===== src/rtl/core/ffat_pkg.sv =====
// Shared types, constants and codes of the flow fan aggregation table.
// Used by every module and interface of the block except ffat_ram; depends on nothing.
`default_nettype none

package ffat_pkg;

    localparam int unsigned OUT_ENTRIES_DEF = 256;
    localparam int unsigned IN_ENTRIES_DEF  = 256;
    localparam int unsigned TOTAL_WIDTH_DEF = 48;
    localparam int unsigned QUEUE_DEPTH     = 2;

    localparam int unsigned CFG_W     = 48;
    localparam int unsigned CFG_IDX_W = 3;

    localparam logic [CFG_IDX_W-1:0] CFG_MATCH_PROTOCOL   = 3'd0;
    localparam logic [CFG_IDX_W-1:0] CFG_BUCKET_MINUTES   = 3'd1;
    localparam logic [CFG_IDX_W-1:0] CFG_BUCKET_BASE      = 3'd2;
    localparam logic [CFG_IDX_W-1:0] CFG_MIN_FANOUT_BYTES = 3'd3;
    localparam logic [CFG_IDX_W-1:0] CFG_MIN_FANIN_FLOWS  = 3'd4;

    localparam logic [2:0] ST_COUNTED     = 3'd0;
    localparam logic [2:0] ST_WRONG_PROTO = 3'd1;
    localparam logic [2:0] ST_OUT_FULL    = 3'd2;
    localparam logic [2:0] ST_IN_FULL     = 3'd3;
    localparam logic [2:0] ST_BOTH_FULL   = 3'd4;

    localparam int unsigned MS_PER_MINUTE = 60000;
    localparam int unsigned INTERVAL_W    = 27;
    localparam int unsigned DIV_STEPS     = 48;
    localparam int unsigned DIV_CNT_W     = 6;

    typedef struct packed {
        logic [7:0]  protocol_number;
        logic [47:0] flow_start_ms;
        logic [31:0] source_address;
        logic [31:0] dest_address;
        logic [31:0] byte_count;
        logic [31:0] packet_count;
        logic [31:0] reverse_bytes;
        logic [31:0] reverse_packets;
    } rec_t;

    typedef struct packed {
        logic [2:0]  status;
        logic [31:0] bucket;
        logic [47:0] out_bytes_total;
        logic [47:0] out_packets_total;
        logic [47:0] out_rev_bytes_total;
        logic [47:0] out_rev_packets_total;
        logic [31:0] out_flow_total;
        logic [31:0] in_flow_total;
        logic        fanout_met;
        logic        fanin_met;
    } res_t;

    typedef struct packed {
        logic        wrong;
        logic [31:0] bucket;
        logic [31:0] src;
        logic [31:0] dst;
        logic [31:0] bytes;
        logic [31:0] pkts;
        logic [31:0] rbytes;
        logic [31:0] rpkts;
    } work_t;

    typedef struct packed {
        logic done;
        logic hit;
        logic full;
    } lk_stat_t;

    typedef enum logic [2:0] {F_IDLE, F_PREP, F_DIV, F_FIX, F_PUSH} front_state_t;
    typedef enum logic [1:0] {B_IDLE, B_LOOK, B_CALC, B_EMIT} back_state_t;
    typedef enum logic [1:0] {L_IDLE, L_SCAN, L_DONE} look_state_t;

endpackage

`default_nettype wire


===== src/rtl/core/ffat_front.sv =====
// Front end: accepts flow records, checks protocol, divides for the bucket.
// Depends on ffat_pkg; feeds ffat_queue.
`default_nettype none

module ffat_front import ffat_pkg::*; (
    input  wire logic        clk,
    input  wire logic        rst_n,
    input  wire logic        rec_valid,
    output logic             rec_ready,
    input  wire rec_t        rec_data,
    input  wire logic [7:0]  match_protocol,
    input  wire logic [10:0] bucket_minutes,
    input  wire logic [31:0] bucket_base,
    output logic             q_push,
    output work_t            q_data,
    input  wire logic        q_full
);

    front_state_t              state_reg, state_next;
    logic                      started_reg, started_next;
    logic [47:0]               start_time_reg, start_time_next;
    logic [48:0]               diff_reg, diff_next;
    logic                      neg_reg, neg_next;
    logic [INTERVAL_W-1:0]     interval_reg, interval_next;
    logic [INTERVAL_W:0]       rem_reg, rem_next;
    logic [47:0]               quo_reg, quo_next;
    logic [DIV_CNT_W-1:0]      cnt_reg, cnt_next;
    work_t                     word_reg, word_next;
    logic [INTERVAL_W:0]       trial;
    logic [10:0]               minutes_eff;
    logic [31:0]               quo_low;
    logic [47:0]               base_time;

    assign q_data = word_reg;

    always_comb
    begin
        state_next      = state_reg;
        started_next    = started_reg;
        start_time_next = start_time_reg;
        diff_next       = diff_reg;
        neg_next        = neg_reg;
        interval_next   = interval_reg;
        rem_next        = rem_reg;
        quo_next        = quo_reg;
        cnt_next        = cnt_reg;
        word_next       = word_reg;
        rec_ready       = 1'b0;
        q_push          = 1'b0;
        trial           = {rem_reg[INTERVAL_W-1:0], quo_reg[47]};
        minutes_eff     = (bucket_minutes == '0) ? 11'd1 : bucket_minutes;
        quo_low         = neg_reg ? (32'd0 - quo_reg[31:0]) : quo_reg[31:0];
        base_time       = started_reg ? start_time_reg : rec_data.flow_start_ms;
        case (state_reg)
            F_IDLE:
            begin
                rec_ready = 1'b1;
                if (rec_valid)
                begin
                    word_next.src    = rec_data.source_address;
                    word_next.dst    = rec_data.dest_address;
                    word_next.bytes  = rec_data.byte_count;
                    word_next.pkts   = rec_data.packet_count;
                    word_next.rbytes = rec_data.reverse_bytes;
                    word_next.rpkts  = rec_data.reverse_packets;
                    word_next.bucket = '0;
                    if (rec_data.protocol_number != match_protocol)
                    begin
                        word_next.wrong = 1'b1;
                        state_next      = F_PUSH;
                    end
                    else
                    begin
                        word_next.wrong = 1'b0;
                        if (!started_reg)
                        begin
                            started_next    = 1'b1;
                            start_time_next = rec_data.flow_start_ms;
                        end
                        diff_next  = {1'b0, rec_data.flow_start_ms} - {1'b0, base_time};
                        state_next = F_PREP;
                    end
                end
            end
            F_PREP:
            begin
                neg_next      = diff_reg[48];
                quo_next      = diff_reg[48] ? 48'(49'd0 - diff_reg) : diff_reg[47:0];
                interval_next = INTERVAL_W'(minutes_eff) * INTERVAL_W'(MS_PER_MINUTE);
                rem_next      = '0;
                cnt_next      = '0;
                state_next    = F_DIV;
            end
            F_DIV:
            begin
                if (trial >= {1'b0, interval_reg})
                begin
                    rem_next = trial - {1'b0, interval_reg};
                    quo_next = {quo_reg[46:0], 1'b1};
                end
                else
                begin
                    rem_next = trial;
                    quo_next = {quo_reg[46:0], 1'b0};
                end
                cnt_next = cnt_reg + DIV_CNT_W'(1);
                if (cnt_reg == DIV_CNT_W'(DIV_STEPS - 1))
                begin
                    state_next = F_FIX;
                end
            end
            F_FIX:
            begin
                word_next.bucket = bucket_base + quo_low;
                state_next       = F_PUSH;
            end
            F_PUSH:
            begin
                if (!q_full)
                begin
                    q_push     = 1'b1;
                    state_next = F_IDLE;
                end
            end
            default:
            begin
                state_next = F_IDLE;
            end
        endcase
    end

    always_ff @(posedge clk or negedge rst_n)
    begin
        if (!rst_n)
        begin
            state_reg      <= F_IDLE;
            started_reg    <= 1'b0;
            start_time_reg <= '0;
        end
        else
        begin
            state_reg      <= state_next;
            started_reg    <= started_next;
            start_time_reg <= start_time_next;
        end
    end

    always_ff @(posedge clk)
    begin
        diff_reg     <= diff_next;
        neg_reg      <= neg_next;
        interval_reg <= interval_next;
        rem_reg      <= rem_next;
        quo_reg      <= quo_next;
        cnt_reg      <= cnt_next;
        word_reg     <= word_next;
    end

endmodule

`default_nettype wire


===== config.mk =====
export PLATFORM = sky130hd
export DESIGN_NAME = ffat_front
export DESIGN_NICKNAME = d
export VERILOG_FILES = /design/src/rtl/core/ffat_pkg.sv /design/src/rtl/core/ffat_front.sv
export SDC_FILE = /design/constraint.sdc
export NUM_CORES = 1
export LEC_CHECK = 0
export BUFFER_PORTS_ARGS = -buffer_cell sky130_fd_sc_hd__clkbuf_2
export CAP_MARGIN = 20
export CORE_ASPECT_RATIO = 1.75
export CORE_MARGIN = 4
export CORE_UTILIZATION = 50
export DETAILED_ROUTE_END_ITERATION = 6
export MAX_ROUTING_LAYER = met4
export PLACE_DENSITY = 0.74
export SLEW_MARGIN = 20
export SYNTH_ARGS = -nofsm -noshare
export SYNTH_HDL_FRONTEND = slang
export SYNTH_SLANG_ARGS = --single-unit

===== constraint.sdc =====
create_clock -name clk -period 37.2 [get_ports clk]
set_clock_uncertainty 0.15 [all_clocks]
set_input_delay 1.86 -clock clk [delete_from_list [all_inputs] [get_ports clk]]
set_output_delay 1.86 -clock clk [all_outputs]
set_load 0.005 [all_outputs]

==> reports/qor.yml <==
sta:
  period_minus_slack_ns: 7.694
  setup_viol: 0
  rsz0062_at_grt: "false"
  tns_ns: 0
  hold_viol_final: 0
  slew_violations: 0
  worstMarginPinSlew_ns: 0.9858
  slew_headroom: 0.3428
  fin_hold_ws_ns: 0.3268
  fin_crit_sh: 0.2068
  fmax_mhz: 130.0
die:
  die_h_um: 300.2
  core_region_area_um2: 48010
  fp-row-count: 106
  initial_core_util: 0.5083
  die_w_um: 175.0
  die_area_um2: 52540
  num_io_pins: 530
grt:
  grt_max_degree: 82
  antenna_found_initial: 73
  grt_first_pass_wirelength_mm: 113.8
  grt_usage: 0.2933
  grt_remaining_overflow: 0
  grt_pass1_vias: 18769
logic_synthesis:
  synth_seq_cells: 430
  synth_area_leader_cell: "edfxtp_1"
  synth-edff-count: 378
  synth_area_leaders: "edfxtp_1, ha_1, dfrtp_1, xnor2_1, o21ai_0"
  yosysUniqueCellTypes: 70
  synth.top_cell.area_share: 0.4652
  synth_top_family_by_area: "compound AO/OA/AOI/OAI gates"
  yosys_warnings: 0
  syn-num-nets: 2657
  synth-main-ff-cell: "edfxtp_1"
  synthesis.area_um2: 24400
  synthAdderAreaFrac: 0.1185
  async_flop_share: 0.1209
  synth.area.mux_share: 0.02559
  synth_compound_area_frac: 0.1321
  synth_xor_area_frac: 0.06855
  synth_seq_area_share: 0.5185
  synthSimpleGateAreaFrac: 0.1080
  syn_inst: 2145
  yosysMostFrequentCell: "edfxtp_1"
  yosys-top-cells-count: "edfxtp_1, nand2_1, o21ai_0"
  avgSynthCellArea_um2: 11.38
final_layout:
  drive_gt1_frac: 0.2401
  fin_nets: 3179
  largest_register_ffs: 225
  area.growth.synth_to_final_pct: 20.08
drt:
  drt_first_iter_violations: 1269
  vias: 18577
  ant_nets: 0
  remaining_drc_errors: 0
  drt_wl_total_mm: 76.37
  vias_per_cell: 5.437
  wire_per_inst_um: 22.35
  dr.pass1.iters: 5
run_status:
  outcome: "finished clean"
min_path:
  hold_path_class: "reg2reg"
  hp-start: "start_time_reg[36]"
cts:
  clock_sinks: 430
  cts_resized: 0
  cts_buffer_depth: 3
  clock_latency_ns: 0.55
  ctsHtreeMaxLevel: 2
  clockRootBuffer: "clkbuf_16"
  cts_tree: "yes"
  cts_hold_buf: 0
  cts_buffers: 41
  cts_setup_buffers: 0
  clk_pin_slew_ns: 0.06
place:
  port_buffers: 529
  dp.final_hpwl_mm: 63.68
  place_congestion: 0.9511
pwr:
  power_density_nw_per_um2: 44.29
  power_uw: 1298
  peakVddDrop_mv: 0.04333
  power_leakage_uw: 0.01237
setup_path:
  path_max_fanout: 10
  start_kind: "primary input"
  crit_path_start: "bucket_minutes[2]"
  cp_data_required_time_ns: 37.35
  path_class: "in2reg"
  arrival_ns: 7.84
  endpoint_kind: "flop"
  r2r-start: "quo_reg[4]"
job:
  drv_cap: 0
## cell type report
class,count,area [um^2]
fill,4030,18710
sequential,430,12650
multi-input combinational,1529,11080
timing repair buffer,544,2773
clock buffer,50,1060
tap,648,810.8
inverter,121,454.2
clock inverter,25,295.3
antenna,70,175.2
## worst max-delay path, cell delays in order
cell and delay (ns):
clkbuf_2 0.10, inv_1 0.10, ha_1 0.16, nor4b_1 0.25, nand4_1 0.36, and2_1 0.38
inv_1 0.10, fa_1 0.41, inv_1 0.08, fa_1 0.45, fa_1 0.54, fa_1 0.45
fa_1 0.50, ha_1 0.38, and2_1 0.20, o21ai_0 0.14, o31ai_1 0.12, o41ai_1 0.40
o21ai_0 0.27, a221oi_1 0.35, o21bai_1 0.11, xnor2_1 0.13
## layer usage
layer	global-route usage	wire [um]
met2	0.4648	36260
met1	0.3116	27610
met4	0.1037	2029
met3	0.1606	10470
met5	-	0
## power breakdown
group	leakage, uW	switching (uW)	internal [uW]
logic	0.00741	167	129
clock network	0.000655	183	246
registers	0.00431	9.38	564
## stage by stage
step                      setup slack [ns]  cell area (um^2)  cells  utilization
after floorplan                      18.26             24400   2145            -
after global placement               29.01             27750   3271       0.5780
after detailed placement             28.92             27750   3271       0.5780
after CTS                            29.47             29110   3346       0.6062
after global routing                 29.00             29300   3415       0.6102
final                                29.51             29300   3417       0.6103
## path summary, 6_finish.rpt
check / end / cells past startpoint / slack [ns]
setup reg to reg: q_data[221] / 15 / 31.99
min in group asynchronous: start_time_reg[7] / 2 / 1.30
max in group asynchronous: start_time_reg[33] / 2 / 35.06
setup / recovery: interval_reg[26] / 22 / 29.51
hold reg to reg: start_time_reg[36] / 2 / 0.33
hold / removal: start_time_reg[36] / 2 / 0.33
## layout by cell type (no fill, tap or decap), types with 20 or more instances in the layout
cell type	instances
nor2_1	128
a21oi_1	122
nand2b_1	22
edfxtp_1	378
nand4_1	20
o21ai_0	180
fa_1	37
xor2_1	80
clkbuf_2	529
nand2_1	208
xnor2_1	111
mux2i_1	59
or3_1	21
a21o_1	55
o31ai_1	23
nor3_1	28
nand3_1	23
inv_1	120
dfrtp_1	51
diode_2	70
clkbuf_16	41
ha_1	172
## logic make-up after synthesis
logic type	after synthesis
XOR/XNOR	191
multiplexers	62
buffers and inverters	186
AND/OR/NAND/NOR	551
flip-flops	430
AO/OA/AOI/OAI	516
adder cells (fa/ha/maj)	209
Note: power is estimated with default switching activity, not from simulation.
