## src/rtl/core/ffat_pkg.sv

```systemverilog
// Shared types, constants and codes of the flow fan aggregation table.
// Used by every module and interface of the block except ffat_ram; depends on nothing.
`default_nettype none

package ffat_pkg;

    localparam int unsigned OUT_ENTRIES_DEF = 256;
    localparam int unsigned IN_ENTRIES_DEF  = 256;
    localparam int unsigned TOTAL_WIDTH_DEF = 48;
    localparam int unsigned QUEUE_DEPTH     = 2;

    localparam int unsigned CFG_W     = 48;
    localparam int unsigned CFG_IDX_W = 3;

    localparam logic [CFG_IDX_W-1:0] CFG_MATCH_PROTOCOL   = 3'd0;
    localparam logic [CFG_IDX_W-1:0] CFG_BUCKET_MINUTES   = 3'd1;
    localparam logic [CFG_IDX_W-1:0] CFG_BUCKET_BASE      = 3'd2;
    localparam logic [CFG_IDX_W-1:0] CFG_MIN_FANOUT_BYTES = 3'd3;
    localparam logic [CFG_IDX_W-1:0] CFG_MIN_FANIN_FLOWS  = 3'd4;

    localparam logic [2:0] ST_COUNTED     = 3'd0;
    localparam logic [2:0] ST_WRONG_PROTO = 3'd1;
    localparam logic [2:0] ST_OUT_FULL    = 3'd2;
    localparam logic [2:0] ST_IN_FULL     = 3'd3;
    localparam logic [2:0] ST_BOTH_FULL   = 3'd4;

    localparam int unsigned MS_PER_MINUTE = 60000;
    localparam int unsigned INTERVAL_W    = 27;
    localparam int unsigned DIV_STEPS     = 48;
    localparam int unsigned DIV_CNT_W     = 6;

    typedef struct packed {
        logic [7:0]  protocol_number;
        logic [47:0] flow_start_ms;
        logic [31:0] source_address;
        logic [31:0] dest_address;
        logic [31:0] byte_count;
        logic [31:0] packet_count;
        logic [31:0] reverse_bytes;
        logic [31:0] reverse_packets;
    } rec_t;

    typedef struct packed {
        logic [2:0]  status;
        logic [31:0] bucket;
        logic [47:0] out_bytes_total;
        logic [47:0] out_packets_total;
        logic [47:0] out_rev_bytes_total;
        logic [47:0] out_rev_packets_total;
        logic [31:0] out_flow_total;
        logic [31:0] in_flow_total;
        logic        fanout_met;
        logic        fanin_met;
    } res_t;

    typedef struct packed {
        logic        wrong;
        logic [31:0] bucket;
        logic [31:0] src;
        logic [31:0] dst;
        logic [31:0] bytes;
        logic [31:0] pkts;
        logic [31:0] rbytes;
        logic [31:0] rpkts;
    } work_t;

    typedef struct packed {
        logic done;
        logic hit;
        logic full;
    } lk_stat_t;

    typedef enum logic [2:0] {F_IDLE, F_PREP, F_DIV, F_FIX, F_PUSH} front_state_t;
    typedef enum logic [1:0] {B_IDLE, B_LOOK, B_CALC, B_EMIT} back_state_t;
    typedef enum logic [1:0] {L_IDLE, L_SCAN, L_DONE} look_state_t;

endpackage

`default_nettype wire

```

## src/rtl/core/ffat_queue.sv

```systemverilog
// Short queue of classified words between the front and back ends.
// Depends on ffat_pkg for the word type.
`default_nettype none

module ffat_queue import ffat_pkg::*; #(
    parameter int unsigned DEPTH = QUEUE_DEPTH
) (
    input  wire logic  clk,
    input  wire logic  rst_n,
    input  wire logic  push,
    input  wire work_t push_data,
    output logic       full,
    input  wire logic  pop,
    output logic       valid,
    output work_t      pop_data
);

    localparam int unsigned PW = $clog2(DEPTH);
    localparam int unsigned CW = $clog2(DEPTH + 1);

    work_t           mem_reg [DEPTH];
    logic [PW-1:0]   wptr_reg, wptr_next;
    logic [PW-1:0]   rptr_reg, rptr_next;
    logic [CW-1:0]   count_reg, count_next;
    logic            do_push, do_pop;

    assign full     = (count_reg == CW'(DEPTH));
    assign valid    = (count_reg != '0);
    assign pop_data = mem_reg[rptr_reg];
    assign do_push  = push && !full;
    assign do_pop   = pop && valid;

    always_comb
    begin
        wptr_next  = wptr_reg;
        rptr_next  = rptr_reg;
        count_next = count_reg;
        if (do_push)
        begin
            wptr_next = (wptr_reg == PW'(DEPTH - 1)) ? '0 : wptr_reg + PW'(1);
        end
        if (do_pop)
        begin
            rptr_next = (rptr_reg == PW'(DEPTH - 1)) ? '0 : rptr_reg + PW'(1);
        end
        if (do_push && !do_pop)
        begin
            count_next = count_reg + CW'(1);
        end
        else if (do_pop && !do_push)
        begin
            count_next = count_reg - CW'(1);
        end
    end

    always_ff @(posedge clk or negedge rst_n)
    begin
        if (!rst_n)
        begin
            wptr_reg  <= '0;
            rptr_reg  <= '0;
            count_reg <= '0;
        end
        else
        begin
            wptr_reg  <= wptr_next;
            rptr_reg  <= rptr_next;
            count_reg <= count_next;
        end
    end

    always_ff @(posedge clk)
    begin
        if (do_push)
        begin
            mem_reg[wptr_reg] <= push_data;
        end
    end

endmodule

`default_nettype wire

```

## config.mk

```make
export PLATFORM = sky130hd
export DESIGN_NAME = ffat_queue
export DESIGN_NICKNAME = d
export VERILOG_FILES = /design/src/rtl/core/ffat_pkg.sv /design/src/rtl/core/ffat_queue.sv
export SDC_FILE = /design/constraint.sdc
export NUM_CORES = 1
export LEC_CHECK = 0
export BUFFER_PORTS_ARGS = -buffer_cell sky130_fd_sc_hd__buf_4
export CAP_MARGIN = 20
export CORE_MARGIN = 3
export CORE_UTILIZATION = 35
export CTS_BUF_LIST = sky130_fd_sc_hd__clkbuf_4 sky130_fd_sc_hd__clkbuf_8
export DETAILED_ROUTE_END_ITERATION = 12
export PLACE_DENSITY = 0.63
export SETUP_SLACK_MARGIN = 0.1
export SLEW_MARGIN = 20
export SYNTH_ARGS = -nofsm -noshare
export SYNTH_HDL_FRONTEND = slang
export SYNTH_SLANG_ARGS = --single-unit
```

## constraint.sdc

```tcl
create_clock -name clk -period 11.8 [get_ports clk]
set_input_delay 1.18 -clock clk [delete_from_list [all_inputs] [get_ports clk]]
set_output_delay 1.18 -clock clk [all_outputs]
set_load 0.005 [all_outputs]
```

==> qor.csv, run 1 <==
metric;value;unit
status;complete, no violations;
syn2layout_area_growth;32.2;%
grt_pass1_vias;9251;
drt_iter0_markers;355;
grt_overflow;0;
start_util;35.5;%
power;5.37;mW
syn_nets;949;
seq_area_frac_synth;80.1;%
core;47800;sq um
synth_cell_types;15;
fmax;238;MHz
power.internal;3.89;mW
avgRoutedWirePerCell;19.4;um
clockBufferDepth;3;
grt_setup_unrepaired;no;
p_clk_share;24.1;%
fin_nets;1466;
postLayoutCoreUtil;47.0;%
power_frac_comb;32.8;%
final_cells;1909;
vias;8613;
cpMaxStageDelayCell;buf_4;
peakVddDrop;0.000159;V
maxSlewViolCount;0;
gp_congestion;0.723;
postCtsSetupBuffers;0;
dieArea;51300;sq um
critPathKind;flip-flop to primary output;
power.density;239;nW/um^2
slew_headroom;24.7;%
largest_reg_flops;450;
clock_sinks;454;
cp-start-kind;flip-flop;
io_buffers;455;
max-cap-violations;0;
grt_pass1_wl;53300;um
yosys_warnings;0;
setup-tns-final;0;ns
critPathMaxFanout;64;
path_cells;buf_4 > mux2_2 > buf_4;
cts-root-buf;clkbuf_8;
pin_count;456;
grt.total_usage;13.8;%
cp.arrival;3.02;ns
slowest_delay;0.89;ns
ctsResizeCount;0;
cts_tree;built;
drc;0;
p_leak;8.73;nW
drtAntennaViolNets;0;
cts.clk_slew.worst_paths;0.06;ns
hold_path_class;primary input to asynchronous set/reset pin;
antenna_found_initial;1;
clock-skew-final;0.0179;ns
setup_viol;0;
period_needed;4.20;ns
crit_family;buffers and inverters;
grt_max_degree;128;
synth_area_per_cell;23.6;sq um
timing.critical_path.mode_cell;buf_4;
drt_pass1_iterations;4;
worst_pin_slew;1.13;ns
dp.cells;1772;
cts_buffers;77;
hold_viol_final;0;
p_sw_share;27.5;%
avgViaCountPerCell;4.51;
fin_crit_sh;35.6;%
insertion_delay;0.63;ns
synthCells;719;
hold_buffers;0;
post-dp-hpwl;24800;um
p_seq_share;43.1;%
synth-seq-cells;454;
die_h;226;um
antennaDiodeCount;0;
wl;37000;um
final_cell_mix;buf_4, edfxtp_1, mux2_4;
switchingPower;1.47;mW
cp-end-kind;primary output;
drive_above_1_share;62.3;%
rows;80;
chipWidth;226;um
final_common_cell;buf_4;
cts-htree-levels;3;
synthesis.area;17000;sq um
path_buf_inv;2;
required;10.62;ns
metrics by stage:
stage / hold slack [ns] / setup slack [ns] / cell area, sq um
after floorplan: 0.456 / 0.393 / 17000
after global placement: 0.470 / 7.47 / 21000
after detailed placement: 0.501 / 7.45 / 21000
after CTS: 0.240 / 7.50 / 22500
after global routing: 0.271 / 7.46 / 22500
final: 0.339 / 7.60 / 22500
worst paths after layout:
check / from / end / slack (ns) / cells after the start
setup / recovery: rptr_reg$_DFFE_PN0P_ / pop_data[221] / 7.60 / 3
hold reg to reg: count_reg[1]$_DFFE_PN0P_ / count_reg[1]$_DFFE_PN0P_ / 0.51 / 1
min in group clk: count_reg[1]$_DFFE_PN0P_ / count_reg[1]$_DFFE_PN0P_ / 0.51 / 1
hold / removal: rst_n / count_reg[0]$_DFFE_PN0P_ / 0.34 / 1
max in group asynchronous: rst_n / rptr_reg$_DFFE_PN0P_ / 11.34 / 1
setup reg to reg: count_reg[0]$_DFFE_PN0P_ / mem_reg[0][189]$_DFFE_PP_ / 8.18 / 5
cell families after synthesis:
| group | after synthesis | share of synthesized area (%) |
|---|---|---|
| xor gates and xnor gates | 5 | 0.258 |
| buffers and inverters | 27 | 1.41 |
| adders and majority gates | 1 | 0.0736 |
| DFF | 454 | 80.1 |
| muxes | 225 | 18.0 |
| and+or+nand+nor | 7 | 0.199 |
cells in the mapped netlist:
library cell / instances / area share (%)
buf_2: 8 / 0.24
mux2_2: 85 / 5.6
xor2_1: 2 / 0.10
buf_6: 17 / 1.1
nand2b_1: 1 / 0.037
nor2_1: 2 / 0.044
and3_1: 1 / 0.037
xnor2_1: 3 / 0.15
edfxtp_1: 450 / 79
or2_2: 1 / 0.037
dfrtp_1: 4 / 0.59
mux2_4: 140 / 12
nand2_1: 2 / 0.044
inv_1: 2 / 0.044
ha_1: 1 / 0.074
metal layers:
layer	share of wire [%]	vias up	track usage [%]
met3	9.6	59	6.01
met1	37	4311	15.0
met4	2.7	2	6.25
li1	-	3910	-
met2	51	331	23.5
met5	0.035	-	0
power groups by stage:
stage	Combinational [mW]	Clock (mW)	Sequential, mW
final	1.76	1.30	2.31
after global routing	1.88	1.43	2.35
after CTS	1.80	1.36	2.32
after global placement	1.79	0	2.33
after floorplan	1.00	0	2.42
after detailed placement	1.79	0	2.35
cell type report:
type / count / area, sq um
Inverter: 2 / 7.51
Tap cell: 615 / 769
Multi-Input combinational cell: 238 / 3160
Fill cell: 4086 / 25400
Timing Repair Buffer: 463 / 3490
Sequential cell: 454 / 13600
Clock buffer: 101 / 1250
Clock inverter: 36 / 173
Power figures use the tool's default switching activity.
==> run 2: changes to the inputs <==
--- a/config.mk
+++ b/config.mk
@@ -11,7 +11,7 @@
 export CORE_UTILIZATION = 35
 export CTS_BUF_LIST = sky130_fd_sc_hd__clkbuf_4 sky130_fd_sc_hd__clkbuf_8
 export DETAILED_ROUTE_END_ITERATION = 12
-export PLACE_DENSITY = 0.63
+export PLACE_DENSITY = 0.65
 export SETUP_SLACK_MARGIN = 0.1
 export SLEW_MARGIN = 20
 export SYNTH_ARGS = -nofsm -noshare
==> constraint.sdc (replaced) <==
create_clock -name clk -period 3.8 [get_ports clk]
set_input_delay 0.38 -clock clk [delete_from_list [all_inputs] [get_ports clk]]
set_output_delay 0.38 -clock clk [all_outputs]
set_load 0.005 [all_outputs]
==> run 2 against run 1 <==
Sequential share of layout area shrank 6.2 points. Register-to-register slack got worse by 6.6 ns. Wire length grew 10%. Die area is the same. Critical path type unchanged. Largest power group unchanged. Highest routed layer is now met4.
==> qor.csv, run 2 (synthesis gave the netlist of run 1 again) <==
metric;value;unit;change
status;complete, no violations;;unchanged
insertion_delay;0.61;ns;was 0.63 ns
rows;80;;unchanged
required;3.42;ns;was 10.62 ns
cts.clk_slew.worst_paths;0.06;ns;about the same
holdWs;0.123;ns;was 0.339 ns
drive_above_1_share;54.1;%;was 62.3%
grt_pass1_vias;10600;;was 9,251
critPathMaxFanout;37;;was 64
finalWorstSetupSlack;0.960;ns;was 7.60 ns
wl;40900;um;was 37,000 um
drtAntennaViolNets;0;;unchanged
period_needed;2.84;ns;
hold_buffers;228;;was 0
drt_pass1_iterations;4;;unchanged
cp-end-kind;primary output;;unchanged
slew_headroom;41.7;%;was 24.7%
grt.total_usage;15.4;%;was 13.8%
antenna_found_initial;3;;was 1
dp_slack;1.56;ns;was 7.45 ns
fmax;352;MHz;
worst_pin_slew;0.874;ns;was 1.13 ns
max-cap-violations;0;;unchanged
final_common_cell;buf_4;;unchanged
cts-root-buf;clkbuf_8;;unchanged
cts-htree-levels;3;;unchanged
fin_nets;1709;;was 1,466
vias;9583;;was 8,613
cts_tree;built;;unchanged
start_util;35.5;%;unchanged
p_clk_share;24.0;%;was 24.1%
grt_max_degree;51;;was 128
setup_viol;0;;unchanged
p_sw_share;27.5;%;about the same
clock_sinks;454;;unchanged
clockBufferDepth;3;;unchanged
switchingPower;4.72;mW;was 1.47 mW
power.density;686;nW/um^2;was 239 nW/um^2
final_cell_mix;buf_4, edfxtp_1, dlygate4sd3_1;;was buf_4, edfxtp_1, mux2_4
p_leak;9.85;nW;was 8.73 nW
cts_buffers;76;;was 77
maxSlewViolCount;0;;unchanged
power_frac_comb;34.1;%;was 32.8%
hold_viol_final;0;;unchanged
io_buffers;455;;unchanged
avgViaCountPerCell;4.45;;was 4.51
core;47800;sq um;unchanged
hold_path_class;primary input to asynchronous set/reset pin;;unchanged
gp_congestion;0.742;;was 0.723
cp-start-kind;flip-flop;;unchanged
grt_pass1_wl;59800;um;was 53,300 um
ctsResizeCount;0;;unchanged
avgRoutedWirePerCell;19.0;um;was 19.4 um
dieArea;51300;sq um;unchanged
critPathKind;flip-flop to primary output;;unchanged
chipWidth;226;um;unchanged
cp.arrival;2.46;ns;was 3.02 ns
grt_setup_unrepaired;no;;unchanged
peakVddDrop;0.000412;V;was 0.000159 V
postCtsSetupBuffers;0;;unchanged
fin_crit_sh;74.7;%;
clock-skew-final;0.0166;ns;was 0.0179 ns
power.internal;12.4;mW;was 3.89 mW
syn2layout_area_growth;47.2;%;was 32.2%
drc;0;;unchanged
grt_overflow;0;;unchanged
die_h;226;um;unchanged
largest_reg_flops;450;;unchanged
p_seq_share;41.9;%;was 43.1%
drt_iter0_markers;356;;was 355
post-dp-hpwl;26100;um;was 24,800 um
pin_count;456;;unchanged
==> run 2: layout make-up <==
cell class | count | area (sq um)
clock inverter | 24 | 105
antenna | 3 | 7.51
inverter | 2 | 7.51
clock buffer | 112 | 1350
fill | 3833 | 22800
tap | 615 | 769
sequential | 454 | 13600
multi-input combinational | 238 | 3180
timing repair buffer | 707 | 5990
==> run 2: layer usage <==
| metal | track usage, % | up-vias | part of all wire (%) |
|---|---|---|---|
| li1 | - | 4403 | - |
| met1 | 17.2 | 4748 | 38 |
| met2 | 27.0 | 352 | 52 |
| met3 | 4.97 | 80 | 7.0 |
| met4 | 6.97 | 0 | 3.1 |
| met5 | 0 | - | 0 |
==> run 2: metrics by stage <==
| step | util [%] | area [sq um] | instances | TNS, ns | total power [mW] |
|---|---|---|---|---|---|
| 3_3_place_gp | 44.5 | 21300 | 1788 | 0 | 12.9 |
| 4_1_cts | 52.3 | 25000 | 2152 | 0 | 17.4 |
| 6_report | 52.3 | 25000 | 2155 | 0 | 17.2 |
| 2_1_floorplan | - | 17000 | 719 | -121.49 | 10.4 |
| 3_5_place_dp | 44.5 | 21300 | 1788 | 0 | 13.0 |
| 5_1_grt | 52.3 | 25000 | 2154 | 0 | 18.1 |
==> run 2: final timing paths <==
check	start	end	slack, ns	cells after the start
worst max-delay path	rptr_reg$_DFFE_PN0P_	pop_data[213]	0.96	3
worst min-delay path	rst_n	wptr_reg$_DFFE_PN0N_	0.12	2
worst max register to register	count_reg[0]$_DFFE_PN0P_	mem_reg[1][43]$_DFFE_PP_	1.59	3
worst min register to register	count_reg[0]$_DFFE_PN0P_	count_reg[0]$_DFFE_PN0P_	0.54	1
max in group asynchronous	rst_n	rptr_reg$_DFFE_PN0P_	3.55	2
min in group clk	push_data[170]	mem_reg[1][170]$_DFFE_PP_	0.48	2
==> run 2: power groups by stage <==
stage	registers [mW]	logic (mW)	clock network [mW]
after floorplan	7.25	3.13	0
after global placement	7.25	5.69	0
after detailed placement	7.31	5.71	0
after CTS	7.21	5.94	4.28
after global routing	7.30	6.24	4.52
final	7.20	5.85	4.12
==> run 2: worst max-delay path, stage by stage (launching register included) <==
cell and delay [ns]:
dfrtp_4 0.87, buf_4 0.41, mux2_2 0.40, buf_4 0.14
